### src/rtl/core/cs_pkg.sv
// ----------------------------------------------------------------------------
// cs_pkg: shared types and constants for the contrast stretch block
// Sample width, word formats of both channels, and divider control types.
// ----------------------------------------------------------------------------
package cs_pkg;

  // Sample width and derived sizes.
  localparam int PIXEL_BITS    = 8;
  localparam int DIVIDEND_BITS = 2 * PIXEL_BITS;
  localparam int CNT_BITS      = (PIXEL_BITS > 1) ? $clog2(PIXEL_BITS) : 1;

  typedef logic [PIXEL_BITS-1:0]    pixel_t;
  typedef logic [DIVIDEND_BITS-1:0] dividend_t;
  typedef logic [CNT_BITS-1:0]      count_t;

  localparam pixel_t PIX_MAX  = '1;
  localparam pixel_t PIX_ZERO = '0;
  localparam pixel_t PIX_ONE  = pixel_t'(1);

  // Opcodes of the input word.
  localparam logic OP_MEASURE = 1'b0;
  localparam logic OP_MAP     = 1'b1;

  // Input word.
  typedef struct packed {
    logic   opcode;
    pixel_t pixel_in;
    logic   frame_last;
  } sample_t;

  // Output word.
  typedef struct packed {
    pixel_t pixel_out;
    logic   last_out;
  } result_t;

  // Divider sequencer states.
  typedef enum logic [1:0] {
    DIV_IDLE,
    DIV_RUN,
    DIV_DONE
  } div_state_t;

  // Divider status seen by the top level.
  typedef struct packed {
    logic idle;
    logic done;
  } div_status_t;

endpackage

### src/rtl/core/cs_div.sv
// ----------------------------------------------------------------------------
// cs_div: bit-serial restoring divider
// Produces one quotient bit per cycle. The dividend's upper half must be
// below the divisor, so the quotient fits in one sample width.
// ----------------------------------------------------------------------------
module cs_div import cs_pkg::*; (
  input  logic        clk,
  input  logic        rst,
  input  logic        start,
  input  dividend_t   dividend,
  input  pixel_t      divisor,
  input  logic        last_in,
  input  logic        take,
  output div_status_t status,
  output pixel_t      quotient,
  output logic        last
);

  div_state_t state, state_next;

  pixel_t     rem;
  pixel_t     num_low;
  pixel_t     dvsr;
  pixel_t     quo;
  count_t     cnt;
  logic       last_q;

  logic [PIXEL_BITS:0] trial;
  logic [PIXEL_BITS:0] diff;
  logic                fits;

  // One restoring step: bring down the next dividend bit and try to subtract.
  assign trial = {rem, num_low[PIXEL_BITS-1]};
  assign diff  = trial - {1'b0, dvsr};
  assign fits  = (trial >= {1'b0, dvsr});

  // State register.
  always_ff @(posedge clk) begin
    if (rst) begin
      state <= DIV_IDLE;
    end else begin
      state <= state_next;
    end
  end

  // Next state and status.
  always_comb begin
    state_next  = state;
    status.idle = 1'b0;
    status.done = 1'b0;
    unique case (state)
      DIV_IDLE: begin
        status.idle = 1'b1;
        if (start) begin
          state_next = DIV_RUN;
        end
      end
      DIV_RUN: begin
        if (cnt == '0) begin
          state_next = DIV_DONE;
        end
      end
      DIV_DONE: begin
        status.done = 1'b1;
        if (take) begin
          state_next = DIV_IDLE;
        end
      end
      default: begin
        state_next = DIV_IDLE;
      end
    endcase
  end

  // Datapath shift registers.
  always_ff @(posedge clk) begin
    if (state == DIV_IDLE && start) begin
      rem     <= dividend[DIVIDEND_BITS-1:PIXEL_BITS];
      num_low <= dividend[PIXEL_BITS-1:0];
      dvsr    <= divisor;
      quo     <= PIX_ZERO;
      cnt     <= count_t'(PIXEL_BITS - 1);
      last_q  <= last_in;
    end else if (state == DIV_RUN) begin
      rem     <= fits ? diff[PIXEL_BITS-1:0] : trial[PIXEL_BITS-1:0];
      num_low <= {num_low[PIXEL_BITS-2:0], 1'b0};
      quo     <= {quo[PIXEL_BITS-2:0], fits};
      cnt     <= cnt - count_t'(1);
    end
  end

  assign quotient = quo;
  assign last     = last_q;

endmodule

### src/rtl/core/contrast_stretch.sv
// ----------------------------------------------------------------------------
// contrast_stretch: min-max linear contrast stretch
// Tracks the sample range in a measure pass and rescales samples in a map pass.
// ----------------------------------------------------------------------------
// The image is sent twice. Measure words (opcode 0) update a running minimum
// and maximum and give no result; the measure word marked frame_last latches
// that pair and restarts the tracker. Map words (opcode 1) give one result
// each, floor(PIX_MAX * (p - min) / (max - min)), with 0 below the range and
// for a flat image, and PIX_MAX at or above the maximum. A map word runs
// through a bit-serial restoring divider that yields one quotient bit per
// cycle, and the input is stalled while the divider works. The result
// waits in an output register, so a stalled output holds the divider only
// once it has finished the next word.
module contrast_stretch import cs_pkg::*; (
  input  logic    clk,
  input  logic    rst,
  input  logic    sample_valid,
  output logic    sample_stall,
  input  sample_t sample,
  output logic    result_valid,
  input  logic    result_stall,
  output result_t result
);

  pixel_t running_min, running_max;
  pixel_t latched_min, latched_max;
  pixel_t min_next, max_next;

  logic        accept;
  logic        start;
  logic        take;
  dividend_t   dividend;
  pixel_t      divisor;
  pixel_t      offset;
  pixel_t      quotient;
  logic        div_last;
  div_status_t div_stat;

  // Input handshake: one word at a time through the divider.
  assign sample_stall = !div_stat.idle;
  assign accept       = sample_valid && !sample_stall;
  assign start        = accept && (sample.opcode == OP_MAP);

  // Running range of the measure pass.
  assign min_next = (sample.pixel_in < running_min) ? sample.pixel_in : running_min;
  assign max_next = (sample.pixel_in > running_max) ? sample.pixel_in : running_max;

  always_ff @(posedge clk) begin
    if (rst) begin
      running_min <= PIX_MAX;
      running_max <= PIX_ZERO;
      latched_min <= PIX_ZERO;
      latched_max <= PIX_MAX;
    end else if (accept && sample.opcode == OP_MEASURE) begin
      if (sample.frame_last) begin
        latched_min <= min_next;
        latched_max <= max_next;
        running_min <= PIX_MAX;
        running_max <= PIX_ZERO;
      end else begin
        running_min <= min_next;
        running_max <= max_next;
      end
    end
  end

  // Divider operands. Clamped cases divide a fixed value by one.
  assign offset = sample.pixel_in - latched_min;

  always_comb begin
    priority if (latched_max <= latched_min || sample.pixel_in <= latched_min) begin
      dividend = '0;
      divisor  = PIX_ONE;
    end else if (sample.pixel_in >= latched_max) begin
      dividend = {PIX_ZERO, PIX_MAX};
      divisor  = PIX_ONE;
    end else begin
      // PIX_MAX * offset, written as offset shifted up minus offset.
      dividend = {offset, PIX_ZERO} - {PIX_ZERO, offset};
      divisor  = latched_max - latched_min;
    end
  end

  cs_div u_div (
    .clk      (clk),
    .rst      (rst),
    .start    (start),
    .dividend (dividend),
    .divisor  (divisor),
    .last_in  (sample.frame_last),
    .take     (take),
    .status   (div_stat),
    .quotient (quotient),
    .last     (div_last)
  );

  // Output register: loads a finished quotient when empty or being drained.
  assign take = div_stat.done && (!result_valid || !result_stall);

  always_ff @(posedge clk) begin
    if (rst) begin
      result_valid <= 1'b0;
    end else if (take) begin
      result_valid <= 1'b1;
    end else if (!result_stall) begin
      result_valid <= 1'b0;
    end
  end

  always_ff @(posedge clk) begin
    if (take) begin
      result.pixel_out <= quotient;
      result.last_out  <= div_last;
    end
  end

endmodule
### config.mk
export PLATFORM = sky130hd
export DESIGN_NAME = contrast_stretch
export DESIGN_NICKNAME = d
export VERILOG_FILES = /design/src/rtl/core/cs_pkg.sv /design/src/rtl/core/cs_div.sv /design/src/rtl/core/contrast_stretch.sv
export SDC_FILE = /design/constraint.sdc
export NUM_CORES = 1
export LEC_CHECK = 0
export ABC_CLOCK_PERIOD_IN_PS = 4350
export BUFFER_PORTS_ARGS = -buffer_cell sky130_fd_sc_hd__buf_2
export CORE_ASPECT_RATIO = 1.75
export CORE_MARGIN = 3
export CORE_UTILIZATION = 55
export DETAILED_ROUTE_END_ITERATION = 16
export PLACE_DENSITY_LB_ADDON = 0.08
export SLEW_MARGIN = 15
export SYNTH_ARGS = -nofsm -noshare
export SYNTH_HDL_FRONTEND = slang
export SYNTH_HIERARCHICAL = 1
export SYNTH_SLANG_ARGS = --single-unit
### constraint.sdc
create_clock -name clk -period 4.35 [get_ports clk]
set_clock_uncertainty 0.15 [all_clocks]
set_input_delay 0 -clock clk [delete_from_list [all_inputs] [get_ports clk]]
set_output_delay 0 -clock clk [all_outputs]
set_load 0.005 [all_outputs]
==> results.md <==
- Final WL: approximately 12000 µm
- Post-Synthesis Cell Area: 5230 µm²
- PostCTS Resize Cnt: 0
- Dominant synthesized flop cell: dfxtp_1
- Ranking of synthesized cells by area: edfxtp_1 20%, dfxtp_1 18%, ha_1 12%, nand2_1 4.2%, inv_1 3.9%
- Fmax: roughly 290 MHz
- Fin nets: 669
- First-pass GRT wire length: 19600 µm
- Setup violations, final: 0
- Synth area leader: edfxtp_1
- Status: finished clean
- Pwr Density: 397 nW/µm²
- DR iter-0 viols: between 150 and 200
- Post-synth EDFFs: 34
- Reg-to-reg slack, setup: 0.89 ns
- Antenna-violating nets left: 0
- Clock-pin slew on the worst setup and hold paths: 0.07 ns
- GRT overflow: 0
- CP Data Arrival Time: 3.51 ns
- Initial antenna violation count: 0
- Fin worst setup slack: 0.870 ns
- TritonCTS clock tree: done
- Worst Path Required: ~4.4 ns
- Worst-path cell chain: dlygate4sd3_1 -> buf_2 -> ha_1 -> nand2b_1 -> nand2_1 -> ha_1 -> or3b_1 -> a2111oi_2 -> a41oi_1 -> o21bai_4 -> or2_1 -> nand3b_1 -> a21oi_1 -> o21ai_0 -> nor3_1
- Dpl ws: 0.917 ns
- CP Max Fanout: 8
- Distinct cells, synth: 73
- Core area: 9150 µm²
- CP Class: in2reg
- Clock sinks: 80
- Width of the die: between 70 and 80 µm
- Placed wire-length estimate: about 9100 µm
- Register area share after synthesis: a little under two fifths
- Met3 routed WL: 240 µm
- Tmin final: 3.48 ns
- Largest net degree at the start of global routing: 27
- Final Total Pwr: 2330 µW
- Final-layout fill cell count: a little under 800
- CTS max path bufs: 2
- Initial Util: 57.2%
- Area delta synth->final: 12.2%
- Htree depth: 3
- Final hold viol count: 0
- Via count: 4166
- Fin. max-slew vios: 0
- Residual DRC: 0
- M1 WL: 4330 µm
- FF+latch count, synth: 80
- Pre-Repair DR Iteration Count: 5
- Die height: 135 µm
- Vias/cell: 5.73
- Syn_nets: 635
- Design area: 5870 µm²
- CP max-delay cell: dlygate4sd3_1
- Root Driver: clkbuf_16
- Cell Area, Placed: 5430 µm²
- Peak supply drop: 0.277 mV
- Crit share post-route: 80.0%
- Register area: 1940 µm²
- Number of buffers created by CTS: 9
- Top Ports: 25
- Ys Warns: 6
- Unrepaired setup endpoints after global routing: false
- GPL Wtd Cong: 0.866
- Max_cap viols: 0
- Multi-input gate area: 2970 µm²
- Final setup TNS: 0 ns
- Post-Synth Simple-Gate Area: 17.4%
- Die ar.: 10800 µm²
- CP Capture Type: flop
- Cells after synthesis: 568
- Largest family of logic cells by synthesized area: compound AO/OA/AOI/OAI gates
- Global-route usage over all layers: 23.6%
- Multiplexer share of the synthesized area: 3.06%
- Layout cells sized above 1: roughly 13%
- Diode count: 0
- Adder-cell share of the synthesized area: 13.0%
- Cell row count: 46
- Yosys top cell area share: 19.5%
- DR WL met2: 6620 µm
- Crit path buf inv count: 2
- Later-pin clock latency in the skew report: about 0.35 ns
- Wire per inst: 15.9 µm
- Final Core Density: 64.1%
- Port bufs: 24
- Post-Syn Area per Cell: 9.21 µm²
- Async set-reset flop share out of synthesis: 0%
- DR top layer: met4
- Synth Area in Compound Gates: 20.7%
- Leakage: 0.00252 µW
- Post-synthesis xor/xnor area fraction: approximately 2.7%
- Crit path largest cell delay: 0.54 ns
- Critical path's top delay family: simple AND/OR/NAND/NOR gates
- HP Class: in2reg
- Most used cell, CP: ha_1
- CP startpoint kind: primary input
- Slew Limit Headroom: 48.0%
- Number of global-route vias before repair: approximately 4200
- Worst Tran Pin Value: just under 0.8 ns
worst paths after layout:
path              cells past startpoint               end         startpoint
hold / removal                        3  u_div/num_low[0]          sample[9]
hold reg to reg                       0         result[8]  u_div/quotient[7]
setup / recovery                     15      u_div/rem[6]          sample[2]
setup reg to reg                     14      u_div/rem[6]     latched_min[1]
cells by family after synthesis:
group | after synthesis
flip-flops | 80
multiplexers | 16
XOR/XNOR | 16
AND/OR/NAND/NOR | 178
buffers and inverters | 75
AO/OA/AOI/OAI | 150
adder cells (fa/ha/maj) | 53
worst reg2reg max path: stages (launching register included):
cell,delay [ns]
dfxtp_1,0.31
inv_1,0.08
ha_1,0.36
nand2b_1,0.20
nand2_1,0.12
ha_1,0.23
or3b_1,0.39
a2111oi_2,0.30
a41oi_1,0.10
o21bai_4,0.24
or2_1,0.27
nand3b_1,0.17
a21oi_1,0.12
o21ai_0,0.10
nor3_1,0.16
state kept, by name, summed over array words and instances (netlist names):
signal,count
result,9
latched_max,8
latched_min,8
running_max,8
running_min,8
u_div/dvsr,8
u_div/num_low,8
u_div/quotient,8
u_div/rem,8
u_div/cnt,3
u_div/state,2
result_valid,1
u_div/last,1
synth_stat cells (all sizes together) (3+ instances only):
cell     n
inv     54
a22oi    9
o21bai   7
mux2i   16
and3     4
buf     11
a21oi   37
a211oi   6
ha      51
xnor2   13
edfxtp  34
nand2   59
xor2     3
nor2b   11
o21ai   30
o32ai    3
a21o     7
o22ai    8
nor4     3
a22o     8
nand4    5
o21a     9
clkbuf   9
nand2b   7
nor3    21
or2      7
nor2    40
dfxtp   46
a31oi    7
nand3    7
o221ai   4
area by class of cell:
type	instances	share of cell area, %
sequential	80	33.1
multi-input combinational	413	50.6
timing repair buffer	43	5.03
inverter	55	3.52
tap	120	2.56
clock buffer	10	4.26
clock inverter	6	0.917
metal layers:
layer	vias up	global-route usage, %
li1	2102	-
met1	1973	23.8
met2	61	45.4
met3	30	4.07
met4	0	10.6
met5	-	0
power breakdown:
part / switching, µW / leakage, µW / total [µW] / internal, µW
clock network: 326 / 0.000147 / 758 / 432
logic: 383 / 0.00168 / 648 / 264
registers: 39.8 / 0.000693 / 924 / 885
placed cells by master (no fill, tap or decap), types with 6 or more instances in the layout:
cell / synthesis / routed
nand2_1: 58 / 58
clkbuf_16: 0 / 10
buf_4: 2 / 6
a21oi_1: 34 / 34
a31oi_1: 7 / 7
buf_2: 5 / 24
edfxtp_1: 34 / 34
o21a_1: 9 / 9
dfxtp_1: 46 / 46
nor3_1: 19 / 19
a21o_1: 6 / 6
a22o_1: 8 / 8
nand3_1: 7 / 7
ha_1: 51 / 51
a22oi_1: 9 / 9
dlygate4sd3_1: 0 / 13
nor2_1: 38 / 38
inv_1: 54 / 54
nor2b_1: 10 / 10
mux2i_1: 16 / 16
o21bai_1: 6 / 6
o22ai_1: 8 / 8
o21ai_0: 27 / 27
xnor2_1: 13 / 13
nand2b_1: 7 / 7
stage by stage:
step / hold WS, ns / instances
finish: 0.0122 / 727
global route: 0.0148 / 727
CTS: 0.00100 / 726
detailed placement: 0.101 / 697
global placement: 0.0865 / 697
floorplan: -0.0776 / 568
timing repair:
item,in CTS,in global routing
hold endpoints to repair,36,0
buffers inserted,0,0
hold buffers,13,0
Power figures use the tool's default switching activity.
